`config.mk`:
```
export PLATFORM = sky130hd
export DESIGN_NAME = grh_cell
export DESIGN_NICKNAME = d
export VERILOG_FILES = /design/src/rtl/core/grh_pkg.sv /design/src/rtl/core/grh_cell.sv
export SDC_FILE = /design/constraint.sdc
export NUM_CORES = 1
export LEC_CHECK = 0
export ABC_AREA = 0
export BUFFER_PORTS_ARGS = -buffer_cell sky130_fd_sc_hd__buf_2
export CAP_MARGIN = 10
export CORE_MARGIN = 2
export CORE_UTILIZATION = 43
export CTS_BUF_LIST = sky130_fd_sc_hd__clkbuf_8
export CTS_CLUSTER_DIAMETER = 150
export DETAILED_ROUTE_END_ITERATION = 10
export PLACE_DENSITY = 0.77
export SKIP_CTS_REPAIR_TIMING = 1
export SYNTH_ARGS = -nofsm -noshare
export SYNTH_HDL_FRONTEND = slang
export SYNTH_SLANG_ARGS = --single-unit
```
`constraint.sdc`:
```
create_clock -name clk -period 2 [get_ports clk]
set_input_delay 0.1 -clock clk [delete_from_list [all_inputs] [get_ports clk]]
set_output_delay 0.1 -clock clk [all_outputs]
set_load 0.005 [all_outputs]
```
`src/rtl/core/grh_pkg.sv`:
```
// ----------------------------------------------------------------------------
// grh_pkg
// Types and constants for the growing-range histogram.
// ----------------------------------------------------------------------------
package grh_pkg;

  localparam int DEPTH    = 256;
  localparam int COUNT_W  = 16;
  localparam int IDX_W    = $clog2(DEPTH);
  localparam int SPAN_W   = $clog2(DEPTH) + 1;
  localparam int VALUE_W  = 32;
  localparam int DIFF_W   = VALUE_W + 1;
  localparam int GROUP    = 16;
  localparam int NGROUP   = DEPTH / GROUP;

  typedef enum logic [1:0] {
    ACT_ADD   = 2'd0,
    ACT_QUERY = 2'd1,
    ACT_CLEAR = 2'd2,
    ACT_NONE  = 2'd3
  } action_t;

  typedef enum logic [1:0] {
    CELL_HOLD  = 2'd0,
    CELL_BUMP  = 2'd1,
    CELL_SHIFT = 2'd2,
    CELL_CLEAR = 2'd3
  } cell_op_t;

  typedef struct packed {
    cell_op_t          op;
    logic [IDX_W-1:0]  idx;
  } cell_cmd_t;

endpackage

```
`src/rtl/core/grh_cell.sv`:
```
// ----------------------------------------------------------------------------
// grh_cell
// One histogram bin: holds a count, bumps it when addressed, takes its lower
// neighbour's count on a shift, and shows it on the read tap when addressed.
// ----------------------------------------------------------------------------
module grh_cell (
  input  logic                         clk,
  input  logic                         rst,
  input  logic [grh_pkg::IDX_W-1:0]    my_idx,
  input  grh_pkg::cell_cmd_t           cmd,
  input  logic [grh_pkg::COUNT_W-1:0]  prev_count,
  output logic [grh_pkg::COUNT_W-1:0]  count,
  output logic [grh_pkg::COUNT_W-1:0]  tap
);
  import grh_pkg::*;

  logic hit;

  assign hit = (my_idx == cmd.idx);

  always_ff @(posedge clk) begin
    if (rst) begin
      count <= '0;
    end else begin
      case (cmd.op)
        CELL_BUMP: begin
          if (hit && (count != '1)) begin
            count <= count + COUNT_W'(1);
          end
        end
        CELL_SHIFT: count <= prev_count;
        CELL_CLEAR: count <= '0;
        default:    count <= count;
      endcase
    end
  end

  always_ff @(posedge clk) begin
    tap <= hit ? count : '0;
  end

endmodule

```
== After elaboration in Yosys (flattened, before gate mapping) ==
Cells that the tools add are included.
Widths: inputs -> output; s select.
Cells by class
  add/sub/neg operators: 1
  $mul: 0
  div/mod/pow operators: 0
  order comparisons: 0
  eq/ne operators: 6
  shift operators: 0
  muxes and demuxes: 2
  bitwise operators: 0
  reductions and logical operators: 3
Operator list (count)
  $pmux 16 s3: 1
  $add 16x1->16 const B: 1
  $mux 16: 1
  $ne 16x16->1 const B: 1
  $eq 8x8->1: 1
  $eq 2x2->1 const B: 2
  $reduce_bool 3->1: 1
  $eq 2x1->1 const B: 1
  $ne 2x2->1 const B: 1
  $reduce_and 2->1: 1
  $logic_and 1x1->1: 1
Storage, ports and cells
  register bits: 32
  bits in latches: 0
  memory bits (writable): 0
  memory bits (read-only): 0
  input bits: 36
  output and inout port bits: 32
  logic and storage cells: 14
  memories: 0

== Depth between registers and ports, before layout ==
  depth after elaboration: 4
  depth in mapped cells: 7
  gate-level depth less buffers: 7

== Worst setup path before layout ==
No wires, ideal clock.
  path type: reg-to-reg
  start: register count[0] (netlist bit)
  end: register count[8] (netlist bit)
  setup time: 0.086 ns
  data arrival time: 1.950 ns
  data required time: 1.914 ns
  path slack: -0.036 ns
  cell stages (with the launch flop): 8
  buffers on the path: 0
  clock period less this slack: 2.036 ns
  path through: dfxtp_1 -> ha_1 -> and3_1 -> and4_4 -> and2b_1 -> or4_1 -> xor2_1 -> a211oi_1
Between the ends
  longest elaborated chain between the ends: 4
  elaborated cells between the ends (all ways): 7
  classes of those cells: add/sub: 1; eq/ne: 2; mux: 2; reduce/logical: 2
RTL lines
  start, declared: RTL line grh_cell.sv:12  | output logic [grh_pkg::COUNT_W-1:0] count,
  start signal, assigned: RTL line grh_cell.sv:28  | count <= count + COUNT_W'(1);
  start signal, assigned: RTL line grh_cell.sv:31  | CELL_SHIFT: count <= prev_count;
  start signal, assigned: RTL line grh_cell.sv:33  | default: count <= count;
  branches (longest 4 deep; another with $add 16x1->16)
Parallel ways; which one is timed is not known. The select of a mux whose other input is x is not followed.
A chain may end at the register's enable or synchronous reset.

== Worst setup path in the final report ==
  start: register count[1] (netlist bit)
  end: register count[10] (netlist bit)
Same word-level chain as after synthesis.

==> flow_metrics.tcl <==
set metrics [dict create \
    outcome "complete, no violations" \
    layout_min_cycle_time_ps 1920 \
    vias 1601 \
    detailroute.wirelength.met2_um 1970 \
    min_from "prev_count[14]" \
    synth_edf_count 0 \
    report.final.setup_viol 0 \
    drv_slew 0 \
    m1WireLength_um 1780 \
    power.share.clock 0.389 \
    placementRows 21 \
    synth_cells 166 \
    tritoncts "done" \
    port_buffers 67 \
    async_flop_share 0 \
    dp_cells 287 \
    internal-power_uw 1040 \
    p_per_area_nw_per_um2 652 \
    endpoint_kind "flop" \
    final_layout_size_suffix_gt1_frac 0.414 \
    worst_r2r_startpoint "count[1]$_SDFFE_PP0P_" \
    postPlaceCellArea_um2 1980 \
    n_fill_cell 308 \
    grt_start_max_net_pins 15 \
    htreeDepth 2 \
    worstPathMaxFanout 5 \
    yosysTopAreaCellShare 0.427 \
    hold-path-endpoint "count[14]$_SDFFE_PP0P_" \
    clock-skew-final_ps 8.43 \
    grt_use_total 0.209 \
    syn_nets 203 \
    clock_tree.root_cell "clkbuf_8" \
    synth.cell_area_um2 1500 \
    power_spent_charging_and_discharging_nets_uw 333 \
    yosys_most_used_dff "dfxtp_1" \
    power_uw 1380 \
    yosys.cell_types.count 35 \
    max_freq_mhz 522 \
    nets 286 \
    critical_path_class "reg2reg" \
    areaGrowthSynthToFinish_pct 40.9 \
    clk_pin_slew_ps 70 \
    pin_count 68 \
    worstMarginPinSlew_ps 429 \
    grt_first_pass_wirelength_um 6400 \
    power_frac_seq 0.486 \
    synth.avg_cell_area_um2 9.03 \
    clk_latency_ps 280 \
    cts_made_buffers 5 \
    clock_path_buffers 2 \
    initial_core_util 0.449 \
    cap_viol_max_count 0 \
    startpoint_type_of_the_worst_setup_path "flop" \
    worst_slew_margin_rel 0.712 \
    cp_data_arrival_time_ps 2120 \
    drt_initial_violations 57 \
    number_of_global_route_vias_before_repair 1528 \
    cts_num_sinks 32 \
    holdCritPathClass "in2reg" \
    power.share.combinational 0.125 \
    chipWidth_um 63.0 \
    synth-compound-area-share 0.145 \
    top_layer_used "met4" \
    synth_xor_xnor_area_share 0.111 \
    layout_worst_path_cycle_share 0.958 \
    gpl.final_weighted_congestion 0.854 \
    diodes 0 \
    detail_route.wl_per_cell_um 13.8 \
    drtPass1Iterations 4 \
    finalInstanceArea_um2 2110 \
    final_util 0.633 \
    regToRegSetupSlack_ps 80 \
    routed_via_density 5.43 \
    floorplan.die.height_um 63.0 \
    met3RoutedLength_um 278 \
    synth_largest_area_cell "dfxtp_1" \
    cell_types_with_the_largest_area_share_after_synthesis "dfxtp_1, xnor2_1, and3_1" \
    sw_frac_of_total 0.242 \
    synth-adder-area-share 0.00835 \
    final-hold-violation-count 0 \
    route.antenna.remaining_nets 0 \
    core_area_um2 3340 \
    global_route.overflow_total 0 \
    static-leakage-power_uw 0.000994 \
    instances_no_fill 295 \
    synth.mux.area_fraction 0.00668 \
    ff_to_ff_path_depth 7 \
    crit_required_ps 2210 \
    wl_um 4060 \
    synth.ff_latch_count 32 \
    ys_seq_area_frac 0.427 \
    r2r-end "count[10]$_SDFFE_PP0P_" \
    main_combinational_cell_family_by_area_after_synthesis "simple AND/OR/NAND/NOR gates" \
    drc_errors 0 \
    peakVddDrop_uv 369 \
    antenna_found_initial 0 \
    yosys_warnings 0 \
    hold-path-cell-count 2 \
    dp_hpwl_um 2980 \
    total_die_area_um2 3970 \
    yosys.area_share.simple 0.272 \
]
layout make-up:
type	instances	area (um2)	share of cell area
clock buffer	7	96.3	0.0456
multi-input combinational	123	851	0.403
sequential	32	641	0.303
inverter	5	18.8	0.00889
timing repair buffer	82	448	0.212
tap	46	57.6	0.0273
cells in the final DEF, fill, tap and decap left out, types with 2 or more instances in the layout:
cell type and count:
inv_1 3, nand2b_1 2, buf_4 15, nand3_1 8, clkbuf_8 7, buf_2 67
nand2_1 7, xor2_1 6, a21oi_1 10, nand4_1 5, a211oi_1 6, and3_1 16
nor2_1 9, o21ai_0 3, nor4_1 3, and4_4 3, a31oi_1 3, or4_4 2
xnor2_1 13, nor3_1 6, clkinv_1 2, a22o_1 3, dfxtp_1 32
flip-flops by register name, indices dropped and copies added (netlist names):
signal	count
count	16
tap	16
Yosys cell counts (3+ instances only):
cell type	n
a21oi_1	10
xor2_1	6
nand3_1	9
nor4_1	4
and3_1	17
a211oi_1	6
nor3_1	7
nand2_1	7
inv_1	3
a31oi_1	3
xnor2_1	13
o21ai_0	3
nand4_1	5
dfxtp_1	32
clkbuf_1	4
nor2_1	10
and4_4	3
a22o_1	3
layer usage:
layer	vias up	global-route usage
met5	-	0
met4	0	0.0972
met3	5	0.0811
met2	71	0.356
met1	742	0.226
li1	783	-
worst max path at each step:
| stage | end | depth (start not counted) | startpoint | slack (ps) |
|---|---|---|---|---|
| floorplan | count[8]$_SDFFE_PP0P_ | 7 | count[0]$_SDFFE_PP0P_ | 20 |
| global placement | count[10]$_SDFFE_PP0P_ | 7 | count[0]$_SDFFE_PP0P_ | 90 |
| detailed placement | count[10]$_SDFFE_PP0P_ | 7 | count[0]$_SDFFE_PP0P_ | 60 |
| CTS | count[11]$_SDFFE_PP0P_ | 8 | count[1]$_SDFFE_PP0P_ | 40 |
| global route | count[11]$_SDFFE_PP0P_ | 8 | count[0]$_SDFFE_PP0P_ | -7 |
| finish | count[10]$_SDFFE_PP0P_ | 7 | count[1]$_SDFFE_PP0P_ | 80 |
power by group through the flow:
stage                     logic [uW]  registers, uW  clock network (uW)
after global routing             190            671                 582
final                            173            669                 535
after CTS                        171            669                 538
after global placement           169            683                   0
after detailed placement         171            683                   0
after floorplan                 83.1            684                   0
cells by family (layout without fill, tap and decap cells):
group	count (synthesis)	in the layout
DFF	32	32
muxes	1	1
AOI/OAI and AO/OA	32	32
and+or+nand+nor	70	70
adders and majority gates	1	1
xor gates and xnor gates	19	19
buffers and inverters	11	94
through the flow:
| stage | hold slack (ps) | setup slack (ps) | TNS (ps) |
|---|---|---|---|
| final | 36.6 | 84.5 | 0 |
| after global routing | 33.1 | -7.26 | -13.5 |
| after CTS | 32.9 | 37.5 | 0 |
| after detailed placement | 320 | 57.4 | 0 |
| after global placement | 323 | 91.0 | 0 |
| after floorplan | 226 | 15.1 | 0 |
worst max-delay path, stage by stage, from the launching register on:
cell	delay, ps
dfxtp_1	310
ha_2	200
and3_4	180
and4_4	190
and2b_2	220
or4_4	420
xor2_1	150
a211oi_1	180
(Power assumes the default switching activity.)
