<file path="config.mk">
export PLATFORM = sky130hd
export DESIGN_NAME = grh_ctrl
export DESIGN_NICKNAME = d
export VERILOG_FILES = /design/src/rtl/core/grh_pkg.sv /design/src/rtl/core/grh_ctrl.sv
export SDC_FILE = /design/constraint.sdc
export NUM_CORES = 1
export LEC_CHECK = 0
export ABC_AREA = 0
export BUFFER_PORTS_ARGS = -buffer_cell sky130_fd_sc_hd__buf_4
export CORE_ASPECT_RATIO = 1.25
export CORE_UTILIZATION = 45
export DETAILED_ROUTE_END_ITERATION = 12
export GPL_TIMING_DRIVEN = 0
export PLACE_DENSITY_LB_ADDON = 0.2
export REMOVE_ABC_BUFFERS = 1
export SETUP_SLACK_MARGIN = 0.02
export SLEW_MARGIN = 40
export SYNTH_ARGS = -nofsm -noshare
export SYNTH_HDL_FRONTEND = slang
export SYNTH_SLANG_ARGS = --single-unit
</file>
<file path="constraint.sdc">
create_clock -name clk -period 7.6 [get_ports clk]
set_clock_uncertainty 0.2 [all_clocks]
set_input_delay 0.76 -clock clk [delete_from_list [all_inputs] [get_ports clk]]
set_output_delay 0.76 -clock clk [all_outputs]
set_load 0.03 [all_outputs]
</file>
<file path="src/rtl/core/grh_pkg.sv">
// ----------------------------------------------------------------------------
// grh_pkg
// Types and constants for the growing-range histogram.
// ----------------------------------------------------------------------------
package grh_pkg;

  localparam int DEPTH    = 256;
  localparam int COUNT_W  = 16;
  localparam int IDX_W    = $clog2(DEPTH);
  localparam int SPAN_W   = $clog2(DEPTH) + 1;
  localparam int VALUE_W  = 32;
  localparam int DIFF_W   = VALUE_W + 1;
  localparam int GROUP    = 16;
  localparam int NGROUP   = DEPTH / GROUP;

  typedef enum logic [1:0] {
    ACT_ADD   = 2'd0,
    ACT_QUERY = 2'd1,
    ACT_CLEAR = 2'd2,
    ACT_NONE  = 2'd3
  } action_t;

  typedef enum logic [1:0] {
    CELL_HOLD  = 2'd0,
    CELL_BUMP  = 2'd1,
    CELL_SHIFT = 2'd2,
    CELL_CLEAR = 2'd3
  } cell_op_t;

  typedef struct packed {
    cell_op_t          op;
    logic [IDX_W-1:0]  idx;
  } cell_cmd_t;

endpackage

</file>
<file path="src/rtl/core/grh_ctrl.sv">
// ----------------------------------------------------------------------------
// grh_ctrl
// Sequencer: window bookkeeping, cell commands, result register.
// ----------------------------------------------------------------------------
module grh_ctrl (
  input  logic                         clk,
  input  logic                         rst,
  input  logic                         in_valid,
  output logic                         in_ready,
  input  logic [1:0]                   in_action,
  input  logic [grh_pkg::VALUE_W-1:0]  in_value,
  input  logic [grh_pkg::COUNT_W-1:0]  gather_or,
  output grh_pkg::cell_cmd_t           cmd,
  output logic                         out_valid,
  input  logic                         out_ready,
  output logic [grh_pkg::COUNT_W-1:0]  out_count,
  output logic                         out_refused
);
  import grh_pkg::*;

  typedef enum logic [6:0] {
    ST_IDLE   = 7'b0000001,
    ST_CALC   = 7'b0000010,
    ST_DECIDE = 7'b0000100,
    ST_SHIFT  = 7'b0001000,
    ST_BUMP   = 7'b0010000,
    ST_GATHER = 7'b0100000,
    ST_DONE   = 7'b1000000
  } state_t;

  state_t              state;
  action_t             action;
  logic [VALUE_W-1:0]  value;
  logic [VALUE_W-1:0]  base;
  logic [SPAN_W-1:0]   span;
  logic [DIFF_W-1:0]   diff_hi;
  logic [DIFF_W-1:0]   diff_lo;
  logic [DIFF_W-1:0]   lo_room;
  logic [DIFF_W-1:0]   span_x;
  logic [IDX_W-1:0]    idx;
  logic [IDX_W-1:0]    shift_cnt;
  logic [1:0]          gcnt;
  logic [COUNT_W-1:0]  res_count;
  logic                res_refused;
  logic                below;

  assign in_ready = (state == ST_IDLE);
  assign span_x   = DIFF_W'(span);
  assign lo_room  = DIFF_W'(DEPTH) - span_x;
  assign below    = diff_hi[DIFF_W-1];

  always_comb begin
    cmd.idx = idx;
    case (state)
      ST_SHIFT:  cmd.op = CELL_SHIFT;
      ST_BUMP:   cmd.op = CELL_BUMP;
      ST_DECIDE: cmd.op = (action == ACT_CLEAR) ? CELL_CLEAR : CELL_HOLD;
      default:   cmd.op = CELL_HOLD;
    endcase
  end

  always_ff @(posedge clk) begin
    if (rst) begin
      state       <= ST_IDLE;
      action      <= ACT_NONE;
      base        <= '0;
      span        <= '0;
      idx         <= '0;
      shift_cnt   <= '0;
      gcnt        <= '0;
      out_valid   <= 1'b0;
      res_refused <= 1'b0;
    end else begin
      if (out_valid && out_ready) begin
        out_valid <= 1'b0;
      end
      case (state)
        ST_IDLE: begin
          if (in_valid) begin
            action <= action_t'(in_action);
            value  <= in_value;
            state  <= ST_CALC;
          end
        end
        ST_CALC: begin
          diff_hi <= {value[VALUE_W-1], value} - {base[VALUE_W-1], base};
          diff_lo <= {base[VALUE_W-1], base} - {value[VALUE_W-1], value};
          state   <= ST_DECIDE;
        end
        ST_DECIDE: begin
          res_refused <= 1'b0;
          res_count   <= '0;
          gcnt        <= '0;
          case (action)
            ACT_ADD: begin
              if (span == '0) begin
                base  <= value;
                span  <= SPAN_W'(1);
                idx   <= '0;
                state <= ST_BUMP;
              end else if (below) begin
                if (diff_lo > lo_room) begin
                  res_refused <= 1'b1;
                  state       <= ST_DONE;
                end else begin
                  base      <= value;
                  span      <= span + diff_lo[SPAN_W-1:0];
                  shift_cnt <= diff_lo[IDX_W-1:0];
                  idx       <= '0;
                  state     <= ST_SHIFT;
                end
              end else if (diff_hi >= span_x) begin
                if (diff_hi > DIFF_W'(DEPTH - 1)) begin
                  res_refused <= 1'b1;
                  state       <= ST_DONE;
                end else begin
                  span  <= diff_hi[SPAN_W-1:0] + SPAN_W'(1);
                  idx   <= diff_hi[IDX_W-1:0];
                  state <= ST_BUMP;
                end
              end else begin
                idx   <= diff_hi[IDX_W-1:0];
                state <= ST_BUMP;
              end
            end
            ACT_QUERY: begin
              if ((span != '0) && !below && (diff_hi < span_x)) begin
                idx   <= diff_hi[IDX_W-1:0];
                state <= ST_GATHER;
              end else begin
                state <= ST_DONE;
              end
            end
            ACT_CLEAR: begin
              base  <= '0;
              span  <= '0;
              state <= ST_DONE;
            end
            default: state <= ST_DONE;
          endcase
        end
        ST_SHIFT: begin
          shift_cnt <= shift_cnt - IDX_W'(1);
          if (shift_cnt == IDX_W'(1)) begin
            state <= ST_BUMP;
          end
        end
        ST_BUMP: begin
          gcnt  <= '0;
          state <= ST_GATHER;
        end
        ST_GATHER: begin
          gcnt <= gcnt + 2'd1;
          if (gcnt == 2'd2) begin
            res_count <= gather_or;
            state     <= ST_DONE;
          end
        end
        ST_DONE: begin
          if (!out_valid || out_ready) begin
            out_valid   <= 1'b1;
            out_count   <= res_count;
            out_refused <= res_refused;
            state       <= ST_IDLE;
          end
        end
        default: state <= ST_IDLE;
      endcase
    end
  end

endmodule

</file>
# Yosys cells after proc, flatten, opt, wreduce, memory -nomap -nowiden
# Cells that the tools add are included.
[word_totals]
register_bits = 201
in_bits = 54
output_inout_bits = 29
word_cells = 126
[op_classes]
addsub = 7
n_lt_le_gt_ge = 4
n_eq_ne = 26
n_mux = 48
n_bitwise = 1
reduce_logical = 25
[ops]
columns = ["op", "count"]
rows = [
  ["$mux W32", 3],
  ["$mux W8", 10],
  ["$mux W7", 10],
  ["$sub A32 B32 Y33", 2],
  ["$pmux W32 S2", 1],
  ["$pmux W7 S7", 1],
  ["$mux W9", 5],
  ["$ge A33 B9 Y1", 1],
  ["$gt A33 B33 Y1", 1],
  ["$gt A33 B8 Y1 const B", 1],
  ["$lt A33 B9 Y1", 1],
  ["$pmux W16 S2", 1],
  ["$pmux W8 S2", 2],
  ["$pmux W9 S2", 1],
  ["$mux W16", 1],
  ["$ne A2 B2 Y1 const B", 8],
  ["$reduce_and A5 Y1", 3],
  ["$pmux W7 S2", 1],
  ["$ne A4 B4 Y1 const B", 3],
  ["$reduce_bool A2 Y1", 5],
  ["$sub A9 B9 Y10 const A", 1],
  ["$add A9 B1 Y9 const B", 1],
  ["$add A9 B9 Y9", 1],
  ["$logic_not A9 Y1", 1],
  ["29 further kinds", 46],
]

# Depth between registers and ports, before layout
# Gate-level depths: netlist of run 1.
[depth]
depth_word = 7
mapped_depth = 15
ltp_nobuf = 14

# Worst setup path before layout of run 1
# Ideal clock, no wire load.
[synth_path]
path_type = "register -> register"
from = "register state[2]"
to = "register value[0], enable pin"
setup_time_ns = 0.421
t_arrival_ns = 3.328
t_required_ns = 6.979
setup_slack_ns = 3.651
stages_incl_launch_ff = 6
path_buffers = 0
synth_period_minus_slack_ns = 3.949
cell_sequence = "dfxtp_1 nor4_2 nand2_1 nor3_1 nand2_1 nor2_1"
[synth_via]
elab_chain_len = 2
[synth_lines]
columns = ["item", "line_no", "rtl"]
rows = [
  ["start: declaration", "grh_ctrl.sv:31", "state_t state;"],
  ["start signal: assignment", "grh_ctrl.sv:64", "state <= ST_IDLE;"],
  ["start signal: assignment", "grh_ctrl.sv:82", "state <= ST_CALC;"],
  ["start signal: assignment", "grh_ctrl.sv:88", "state <= ST_DECIDE;"],
  ["$eq A7 B1 Y1", "n/a", ""],
  ["via in_ready", "grh_ctrl.sv:9", "output logic in_ready,"],
  ["$reduce_and A3 Y1 (no line)", "n/a", ""],
  ["end signal: assignment", "grh_ctrl.sv:81", "value <= in_value;"],
  ["end: declaration", "grh_ctrl.sv:33", "logic [VALUE_W-1:0] value;"],
]
# The timed path passes the listed nets, and every way through them passes these cells.
# A chain may end at the register's enable or synchronous reset.

# Final worst setup path of run 1
[layout_path]
from = "register span[2]"
to = "register base[2]"
[layout_via]
elab_chain_len = 4
elab_cells_between_ends = 8
cone_classes = "add/sub: 1; order compare: 1; eq/ne: 2; mux: 2; reduce/logical: 2"
[layout_lines]
columns = ["item", "line_no", "rtl"]
rows = [
  ["start: declaration", "grh_ctrl.sv:35", "logic [SPAN_W-1:0] span;"],
  ["start signal: assignment", "grh_ctrl.sv:107", "span <= span + diff_lo[SPAN_W-1:0];"],
  ["start signal: assignment", "grh_ctrl.sv:117", "span <= diff_hi[SPAN_W-1:0] + SPAN_W'(1);"],
  ["$sub A9 B9 Y10", "grh_ctrl.sv:49", "assign lo_room = DIFF_W'(DEPTH) - span_x;"],
  ["$gt A33 B33 Y1", "grh_ctrl.sv:102", "if (diff_lo > lo_room) begin"],
  ["$ne A3 B3 Y1 (no line)", "n/a", ""],
  ["$reduce_and A4 Y1 (no line)", "n/a", ""],
  ["end signal: assignment", "grh_ctrl.sv:97", "base <= value;"],
  ["end signal: assignment", "grh_ctrl.sv:106", "base <= value;"],
  ["end: declaration", "grh_ctrl.sv:34", "logic [VALUE_W-1:0] base;"],
]
# Parallel ways exist; a longest one is shown, timed or not.

==> out/metrics.yaml, run 1 <==
routing:
  drcViolationCount: 0
  drt_iter0_markers: 537
  dr.pass1.iters: 6
  final_antenna_net_count: 0
  drt-wirelength-per-cell_um: 16.4
  wl_mm: 26.9
  via_per_inst: 5.52
  vias: 9047
logic_synthesis:
  synth_top_family_by_area: "compound AO/OA/AOI/OAI gates"
  synthDistinctLibCells: 76
  synth_xor_area_frac: 0.0546
  syn_area_sq_um: 12300
  yosys_warnings: 0
  synthSimpleGateAreaFrac: 0.122
  synth_cells: 1220
  synth_fa_ha_area_frac: 0.125
  synth-async-reset-ratio: 0
  ys_ff_latch: 200
  synth.area.mux_share: 0.0173
  ys_seq_area_frac: 0.430
  synth_edf_count: 130
  syn-mean-instance-area_sq_um: 10.1
  synth-compound-area-share: 0.199
  synth_ff_type: "edfxtp_1"
grt:
  grt_usage: 0.198
  antenna_found_initial: 0
  grt_pass1_vias: 8882
  overflow: 0
  grt_max_degree: 41
  grt_pass1_wl_mm: 43.8
power:
  p_seq_frac: 0.524
  p_per_area_nw_per_um2: 164
  pwr-share-comb: 0.086
  power.internal_uw: 1720
  ir_drop_mv: 0.150
  pwr-share-clk: 0.391
  switchingPower_uw: 557
  p_leak_uw: 0.00562
  swShare: 0.245
critical_path:
  cp_max_fo: 32
  crit_required_ns: 7.78
  slowest_stage: "a21o_1"
  critPathKind: "reg2reg"
  crit_path_end_kind: "flip-flop"
  crit_path_max_incr_delay_ns: 0.71
  timing.critical_path.mode_cell: "a21o_1"
  path_buf_inv: 0
  startpoint_type: "flip-flop"
  crit_family: "compound AO/OA/AOI/OAI gates"
  crit_chain: "nor3_1 -> nand2_1 -> nor4_1 -> a21o_1 -> ha_1 -> a21o_1 -> a21oi_1 -> nor2b_1 -> nor4_4 -> nand4_4 -> a21boi_2 -> o311a_4 -> a22o_1"
  crit_arrival_ns: 4.76
timing:
  min_period_over_period: 0.603
  slew_violations: 0
  timing_hold_violations_final: 0
  relSlewSlack: 0.482
  timing.setup.tns_ns: 0
  finalWorstSetupSlack_ns: 3.02
  worst_slew_pin_slew_ns: 0.777
  clock.fmax_mhz: 218
  fin_crit_ns: 4.58
  rsz0062_at_grt: "no"
  setup_violations: 0
placement:
  gp_congestion: 0.920
  placed_cell_area_sq_um: 13300
  place_ws_ns: 2.99
  port_buffers: 82
  hpwlAfterDp_mm: 20.4
  dp.cells: 1606
clock_network:
  cts_max_level: 4
  clk_latency_ns: 0.45
  numClockSinks: 200
  clockBufferDepth: 2
  cts_setup_buffers: 0
  cts_buffers: 17
  hold_buffers: 0
  cts_tree: "built"
  clk_pin_slew_ns: 0.07
  cts-root-buf: "clkbuf_16"
  cts_resized: 0
layout:
  nets: 1456
  n_antenna_cell: 0
  final_area_sq_um: 13800
  area_growth_pct: 12.0
  final_core_util: 0.514
  drive_gt1_frac: 0.122
  finalNonFillerCells: 1638
run_status:
  status: "complete, no violations"
die:
  fp.dieW_um: 150
  io_pins: 83
  rows: 67
  design.core.area_sq_um: 26900
  die_h_um: 187
  dieArea_sq_um: 28100
  start_util: 0.459
flow_run:
  max_cap_viol_count: 0
hold_path:
  hold_path_class: "reg2reg"
## synth_stat cells (18+ instances only)
cell type,count,share of area
mux2i_1,18,0.015
a21o_1,55,0.033
nor2_1,64,0.019
dfxtp_1,70,0.11
and2_1,18,0.0091
xor2_1,20,0.014
nand2_1,84,0.026
nand3_1,28,0.011
o21ai_0,45,0.018
a22o_1,32,0.023
nor3_1,18,0.0073
clkbuf_1,25,0.0076
ha_1,119,0.12
xnor2_1,57,0.040
inv_1,106,0.032
a21oi_1,96,0.039
edfxtp_1,130,0.32
## cell type report
cell class                 instances  area [sq um]
clock buffer                      18           429
clock inverter                    14           140
fill                            2490         13100
timing repair buffer              89           704
sequential                       200          5310
inverter                         106           398
tap                              345           432
multi-input combinational        866          6420
## metrics by stage
| step | hold slack (ns) | power [uW] |
|---|---|---|
| 2_1_floorplan | 0.200 | 1340 |
| 3_3_place_gp | 0.200 | 1400 |
| 3_5_place_dp | 0.206 | 1410 |
| 4_1_cts | 0.223 | 2300 |
| 5_1_grt | 0.225 | 2360 |
| 6_report | 0.222 | 2270 |
## cells in the final DEF (no fill, tap or decap), types with 4 or more instances in the layout
cell and n:
nor3_1 18, edfxtp_1 130, and4_1 6, nor4_1 9, mux2i_1 18, a22o_1 32
a31o_2 4, o31a_1 4, inv_1 105, nor2_1 61, nor2b_1 11, clkbuf_16 17
o21ai_0 45, and3_1 7, nand2b_1 7, a311oi_1 4, dfxtp_1 70, o22ai_1 4
and2_1 18, nand4_1 15, a21boi_0 4, a21oi_1 96, or2_2 6, a211oi_1 12
ha_1 119, a21oi_2 4, o21bai_1 16, nand3_1 28, a21o_1 55, o211ai_1 11
buf_4 83, xnor2_1 57, o21a_1 13, a31oi_1 12, xor2_1 20, nand2_1 84
## layer usage
layer / track usage / vias to the layer above / wire (um)
met5: 0 / - / 0
li1: - / 4544 / -
met3: 0.0271 / 42 / 792
met4: 0.0793 / 0 / 640
met2: 0.339 / 190 / 13200
met1: 0.249 / 4271 / 12300
## kinds of logic after synthesis
kind of cell,count (synthesis)
adders and majority gates,122
and+or+nand+nor,294
xor gates and xnor gates,77
muxes,21
AOI/OAI and AO/OA,352
buffers and inverters,154
DFF,200
## state kept, by name, summed over array words and instances (netlist names)
| name | flops |
|---|---|
| res_refused | 1 |
| shift_cnt | 8 |
| value | 32 |
| gcnt | 2 |
| span | 9 |
| out_refused | 1 |
| diff_lo | 32 |
| res_count | 16 |
| out_count | 16 |
| out_valid | 1 |
| diff_hi | 33 |
| idx | 8 |
| base | 32 |
| state | 7 |
| action | 2 |
## path summary, 6_finish.rpt
path / startpoint / endpoint / slack [ns] / cells after the start
hold / removal: res_count[7]$_SDFFCE_PN0P_ / out_count[7]$_DFFE_PP_ / 0.22 / 0
setup reg to reg: span[2]$_SDFFE_PP0P_ / base[2]$_SDFFE_PP0P_ / 3.02 / 13
hold reg to reg: res_count[7]$_SDFFCE_PN0P_ / out_count[7]$_DFFE_PP_ / 0.22 / 0
setup / recovery: span[2]$_SDFFE_PP0P_ / base[2]$_SDFFE_PP0P_ / 3.02 / 13
## power groups by stage
stage                     logic (uW)  registers, uW  clock network, uW
after floorplan                  127           1210                  0
after global placement           186           1220                  0
after detailed placement         194           1220                  0
after CTS                        195           1190                911
after global routing             215           1190                950
final                            194           1190                888
Power figures use the tool's default switching activity.
==> run 2: changes to the inputs <==
==> constraint.sdc (replaced) <==
create_clock -name clk -period 4.2 [get_ports clk]
set_clock_uncertainty 0.2 [all_clocks]
set_input_delay 0.42 -clock clk [delete_from_list [all_inputs] [get_ports clk]]
set_output_delay 0.42 -clock clk [all_outputs]
set_load 0.03 [all_outputs]
==> out/metrics.yaml, run 2 (synthesis results as in run 1) <==
placement:
  gp_congestion: 0.920  # unchanged
  placed_cell_area_sq_um: 13300  # unchanged
  hpwlAfterDp_mm: 20.4  # unchanged
  port_buffers: 82  # unchanged
routing:
  final_antenna_net_count: 0  # unchanged
  dr.pass1.iters: 5  # -1
  wl_mm: 28.2  # +5.0%
  vias: 9279  # +2.6%
  drt-wirelength-per-cell_um: 16.8  # +2.3%
  drcViolationCount: 0  # unchanged
  via_per_inst: 5.52  # about the same
  drt_iter0_markers: 496  # -7.6%
layout:
  fillers: 2450  # -1.6%
  final_common_cell: "edfxtp_1"
  largest_register: "diff_hi"
  drive_gt1_frac: 0.127  # +0.00514
  n_antenna_cell: 0  # unchanged
  mostFrequentLayoutCells: "edfxtp_1, ha_1, inv_1"
  area_growth_pct: 15.8
  largest_register_ffs: 33  # unchanged
  final_area_sq_um: 14300  # +3.4%
  nets: 1498  # +2.9%
die:
  io_pins: 83  # unchanged
  die_h_um: 187  # unchanged
  design.core.area_sq_um: 26900  # unchanged
  rows: 67  # unchanged
  dieArea_sq_um: 28100  # unchanged
  fp.dieW_um: 150  # unchanged
  start_util: 0.459  # unchanged
timing:
  timing_hold_violations_final: 0  # unchanged
  min_period_over_period: 0.925  # +0.322
  rsz0062_at_grt: "yes"
  clock.fmax_mhz: 257  # +18%
  timing.setup.tns_ns: 0  # unchanged
  worst_slew_pin_slew_ns: 0.972  # +0.195 ns
  fin_crit_ns: 3.88  # -0.697 ns
  slew_violations: 0  # unchanged
  relSlewSlack: 0.347  # -0.135
  setup_violations: 0  # unchanged
clock_network:
  clk_pin_slew_ns: 0.07  # about the same
  clockBufferDepth: 2  # unchanged
  cts_buffers: 17  # unchanged
  cts_tree: "built"
  numClockSinks: 200  # unchanged
  cts_max_level: 4  # unchanged
  clk_latency_ns: 0.45  # about the same
  cts-root-buf: "clkbuf_16"
critical_path:
  critPathKind: "reg2reg"
  crit_arrival_ns: 4.07  # -0.69 ns
  cp_max_fo: 12  # -63%
  crit_path_end_kind: "flip-flop"
  crit_required_ns: 4.39  # -3.39 ns
  startpoint_type: "flip-flop"
grt:
  grt_pass1_wl_mm: 44.1  # +0.69%
  antenna_found_initial: 0  # unchanged
  grt_pass1_vias: 8958  # +0.86%
  grt_max_degree: 41  # unchanged
  grt_usage: 0.199  # +0.00120
  overflow: 0  # unchanged
flow_run:
  max_cap_viol_count: 0  # unchanged
power:
  p_leak_uw: 0.00582  # +3.6%
  p_per_area_nw_per_um2: 290  # +76%
  ir_drop_mv: 0.272  # +81%
hold_path:
  hold_path_class: "in2reg"
run_status:
  status: "complete, no violations"
run 2: through the flow:
step / hold WS (ns) / instances / utilization / power, uW / worst slack, ns
CTS: 0.0110 / 1671 / 0.527 / 4180 / 0.0767
global placement: 0.200 / 1599 / 0.489 / 2540 / -0.709
detailed placement: 0.206 / 1606 / 0.493 / 2550 / -0.408
global route: 0.0261 / 1680 / 0.532 / 4300 / 0.0176
floorplan: 0.200 / 1172 / - / 2420 / 0.251
finish: 0.0281 / 1680 / 0.532 / 4140 / 0.316
run 2: area by class of cell:
type | count | area, sq um | area share
clock buffer | 18 | 429 | 0.0300
clock inverter | 14 | 140 | 0.00980
inverter | 106 | 398 | 0.0278
multi-input combinational | 869 | 6510 | 0.455
sequential | 200 | 5310 | 0.371
tap | 345 | 432 | 0.0302
timing repair buffer | 128 | 1090 | 0.0764
run 2: per-layer routing:
layer  share of wire  GRT usage  vias up
li1                -          -     4637
met1            0.45      0.250     4378
met4           0.021     0.0793        0
met3           0.038     0.0271       39
met2            0.49      0.341      225
met5               0          0        -
run 2: final timing paths:
check	slack [ns]	cells past startpoint	from	endpoint
max reg2reg	0.32	15	span[2]$_SDFFE_PP0P_	base[7]$_SDFFE_PP0P_
min reg2reg	0.22	0	res_count[7]$_SDFFCE_PN0P_	out_count[7]$_DFFE_PP_
max	0.32	15	span[2]$_SDFFE_PP0P_	base[7]$_SDFFE_PP0P_
min	0.03	3	in_action[1]	action[1]$_SDFFE_PP1P_
run 2: timing repair:
| action | in CTS | in global routing |
|---|---|---|
| gates resized for setup | 3 | 5 |
| pin swaps | 0 | 6 |
| endpoints found under the setup margin | 58 | 39 |
| hold buffers | 33 | 0 |
| buffers inserted | 0 | 6 |
| gates cloned | 0 | 3 |
| endpoints found under the hold margin | 33 | 0 |
run 2: power breakdown:
part           internal (uW)  total, uW  switching [uW]  leakage (uW)
clock network            835       1610             773      0.000275
logic                    167        380             213       0.00380
registers               2130       2160            30.8       0.00175
total                   3130       4140            1020       0.00582
run 2: worst max-delay path, stage by stage, from the launching register on:
cell	delay, ns
dfxtp_1	0.37
nor3_1	0.31
nand2_1	0.19
nor4_4	0.31
a21o_4	0.27
ha_1	0.27
a21o_1	0.18
a21oi_1	0.14
nor2b_1	0.09
nor4_4	0.26
buf_4	0.18
nand4_4	0.16
a21boi_4	0.25
buf_4	0.16
o311a_4	0.32
a22o_1	0.16
==> run 3: changes to the inputs <==
--- a/config.mk
+++ b/config.mk
@@ -5,10 +5,10 @@
 export SDC_FILE = /design/constraint.sdc
 export NUM_CORES = 1
 export LEC_CHECK = 0
-export ABC_AREA = 0
+export ABC_AREA = 1
 export BUFFER_PORTS_ARGS = -buffer_cell sky130_fd_sc_hd__buf_4
 export CORE_ASPECT_RATIO = 1.25
-export CORE_UTILIZATION = 45
+export CORE_UTILIZATION = 51
 export DETAILED_ROUTE_END_ITERATION = 12
 export GPL_TIMING_DRIVEN = 0
 export PLACE_DENSITY_LB_ADDON = 0.2
==> out/metrics.yaml, run 3 <==
routing:
  dr.pass1.iters: 5  # unchanged
  via_per_inst: 5.34  # -3.3%
  drcViolationCount: 0  # unchanged
  vias: 11200  # +20%
  wl_mm: 33.6  # +19%
  drt_iter0_markers: 586  # +18%
  final_antenna_net_count: 0  # unchanged
  drt-wirelength-per-cell_um: 16.1  # -4.3%
power:
  p_per_area_nw_per_um2: 284  # -1.8%
  ir_drop_mv: 0.275  # +1.1%
  swShare: 0.264  # +0.0189
  power_uw: 4300  # +3.7%
  power.internal_uw: 3160  # +1.1%
  p_seq_frac: 0.502  # -0.019
  pwr-share-clk: 0.389  # about the same
  switchingPower_uw: 1130  # +12%
  pwr-share-comb: 0.109  # +0.017
  p_leak_uw: 0.00637  # +9.4%
placement:
  port_buffers: 82  # unchanged
  gp_congestion: 0.951  # +3.3%
  hpwlAfterDp_mm: 25.8  # +26%
clock_network:
  clockBufferDepth: 2  # unchanged
  cts-root-buf: "clkbuf_16"
  cts_tree: "built"
  clk_latency_ns: 0.45  # about the same
  cts_max_level: 4  # unchanged
  cts_buffers: 17  # unchanged
  clk_pin_slew_ns: 0.08  # about the same
  numClockSinks: 200  # unchanged
die:
  fp.dieW_um: 145  # -3.2%
  rows: 65  # -3.0%
  design.core.area_sq_um: 25200  # -6.3%
  io_pins: 83  # unchanged
  die_h_um: 181  # -3.2%
  start_util: 0.520  # +0.0611
  dieArea_sq_um: 26400  # -6.3%
grt:
  grt_pass1_vias: 10900  # +21%
  grt_usage: 0.263  # +0.0636
  grt_max_degree: 54  # +32%
  antenna_found_initial: 0  # unchanged
  grt_pass1_wl_mm: 54.3  # +23%
  overflow: 0  # unchanged
critical_path:
  regToRegStartpoint: "span[0]$_SDFFE_PP0P_"
  crit_path_end_kind: "flip-flop"
  crit_required_ns: 4.37  # -0.02 ns
  critPathKind: "reg2reg"
  startpoint_type: "flip-flop"
  crit_arrival_ns: 4.00  # -0.07 ns
  r2r_slack_ns: 0.37  # +0.05 ns
  cp_max_fo: 24  # +12
  ff2ff_path_depth: 18  # +3
  r2r_end: "base[15]$_SDFFE_PP0P_"
timing:
  fin_crit_ns: 3.83  # -0.0549 ns
  worst_slew_pin_slew_ns: 0.745  # -0.227 ns
  relSlewSlack: 0.502  # +0.156
  rsz0062_at_grt: "no"
  timing_hold_violations_final: 0  # unchanged
  hold-worst-slack_ns: 0.0134  # -0.0147 ns
  setup_violations: 0  # unchanged
  slew_violations: 0  # unchanged
  min_period_over_period: 0.912  # -0.0131
  clock.fmax_mhz: 261  # +1.4%
layout:
  area_growth_pct: 15.2
  n_antenna_cell: 0  # unchanged
  drive_gt1_frac: 0.103  # -0.0246
  final_common_cell: "nand2_1"
  mostFrequentLayoutCells: "nand2_1, nor2_1, inv_1"
  largest_register_ffs: 33  # unchanged
  nets: 1915  # +28%
  largest_register: "diff_hi"
logic_synthesis:
  ys_seq_area_frac: 0.405  # -0.0249
  yosysTopAreaCell: "edfxtp_1"
  syn-mean-instance-area_sq_um: 8.00  # -21%
  syn_area_sq_um: 13100  # +6.2%
  synth-async-reset-ratio: 0  # unchanged
  synthDistinctLibCells: 52  # -32%
  synth_top_area_frac: 0.298  # -0.0183
  synth_cells: 1638  # +34%
  yosys_warnings: 0  # unchanged
  synth_ff_type: "edfxtp_1"
  synth_most_common_cell: "nand2_1"
  synth_edf_count: 130  # unchanged
  synth_common_cells: "nand2_1, nor2_1, inv_1"
  ys_ff_latch: 200  # unchanged
  synth.area.top_cells: "edfxtp_1, ha_1, dfxtp_1, nand2_1, nor2_1"
hold_path:
  hold_end: "action[0]$_SDFFE_PP1P_"
  holdPathStages: 3  # unchanged
  hp-start: "in_action[0]"
  hold_path_class: "in2reg"
run_status:
  status: "complete, no violations"
flow_run:
  max_cap_viol_count: 0  # unchanged
[run 3: through the flow]
step	area [sq um]	instances	utilization	setup TNS, ns	setup WS, ns
floorplan	12900	1590	-	-2.48	-0.0381
global placement	13900	2007	0.552	-83.55	-0.961
detailed placement	14100	2019	0.559	-22.84	-0.749
CTS	15100	2087	0.598	0	0.0986
global route	15100	2087	0.599	0	0.0493
finish	15100	2087	0.599	0	0.371
[run 3: area by class of cell]
| cell class | count | area (sq um) |
|---|---|---|
| multi-input combinational | 1169 | 6830 |
| fill | 2319 | 10100 |
| sequential | 200 | 5310 |
| inverter | 222 | 833 |
| clock buffer | 17 | 425 |
| clock inverter | 15 | 176 |
| tap | 335 | 419 |
| timing repair buffer | 129 | 1120 |
[run 3: kinds of logic (layout without fill, tap and decap cells)]
family,Yosys count,in the layout,synth area share
XOR/XNOR,71,71,0.0474
AND/OR/NAND/NOR,700,701,0.229
adder cells (fa/ha/maj),122,122,0.118
flip-flops,200,200,0.405
AO/OA/AOI/OAI,275,275,0.119
buffers and inverters,270,383,0.0815
[run 3: what timing repair did]
action	in CTS	in global routing
hold buffers	33	0
gates cloned	1	0
gates resized for setup	3	3
buffers inserted	2	0
hold endpoints to repair	33	0
pin swaps	0	0
endpoints found under the setup margin	44	55
[run 3: worst max-delay path by stage]
stage	startpoint	slack [ns]	endpoint
finish	span[0]$_SDFFE_PP0P_	0.37	base[15]$_SDFFE_PP0P_
global route	span[0]$_SDFFE_PP0P_	0.05	shift_cnt[6]$_SDFFE_PP0P_
CTS	span[0]$_SDFFE_PP0P_	0.1	base[29]$_SDFFE_PP0P_
detailed placement	span[0]$_SDFFE_PP0P_	-0.75	base[30]$_SDFFE_PP0P_
global placement	state[4]$_SDFFE_PP0P_	-0.96	diff_lo[1]$_DFFE_PP_
floorplan	state[4]$_SDFFE_PP0P_	-0.04	diff_hi[0]$_DFFE_PP_
[run 3: layer usage]
metal,vias up,part of all wire,track usage
met1,5156,0.42,0.307
met3,79,0.042,0.0399
met2,308,0.51,0.474
met5,-,0,0
li1,5609,-,-
met4,0,0.034,0.117
[run 3: worst max-delay path, cell delays in order, from the launching register on]
cell	delay, ns
dfxtp_1	0.38
nor3_1	0.32
nand3_1	0.19
nor3_1	0.32
nand2_1	0.22
nand2_8	0.21
ha_1	0.27
nand2_1	0.08
inv_1	0.07
nand2_1	0.07
nand2_1	0.05
a21oi_1	0.23
nand2_1	0.08
nor2_1	0.11
nand2_2	0.17
nand4_4	0.20
buf_4	0.28
nand3_1	0.11
a21oi_1	0.16
[run 3: power groups by stage]
stage | Combinational [uW] | Sequential [uW] | Clock, uW
2_1_floorplan | 272 | 2200 | 0
3_3_place_gp | 418 | 2200 | 0
3_5_place_dp | 437 | 2200 | 0
4_1_cts | 468 | 2160 | 1700
5_1_grt | 518 | 2160 | 1780
6_report | 470 | 2160 | 1670
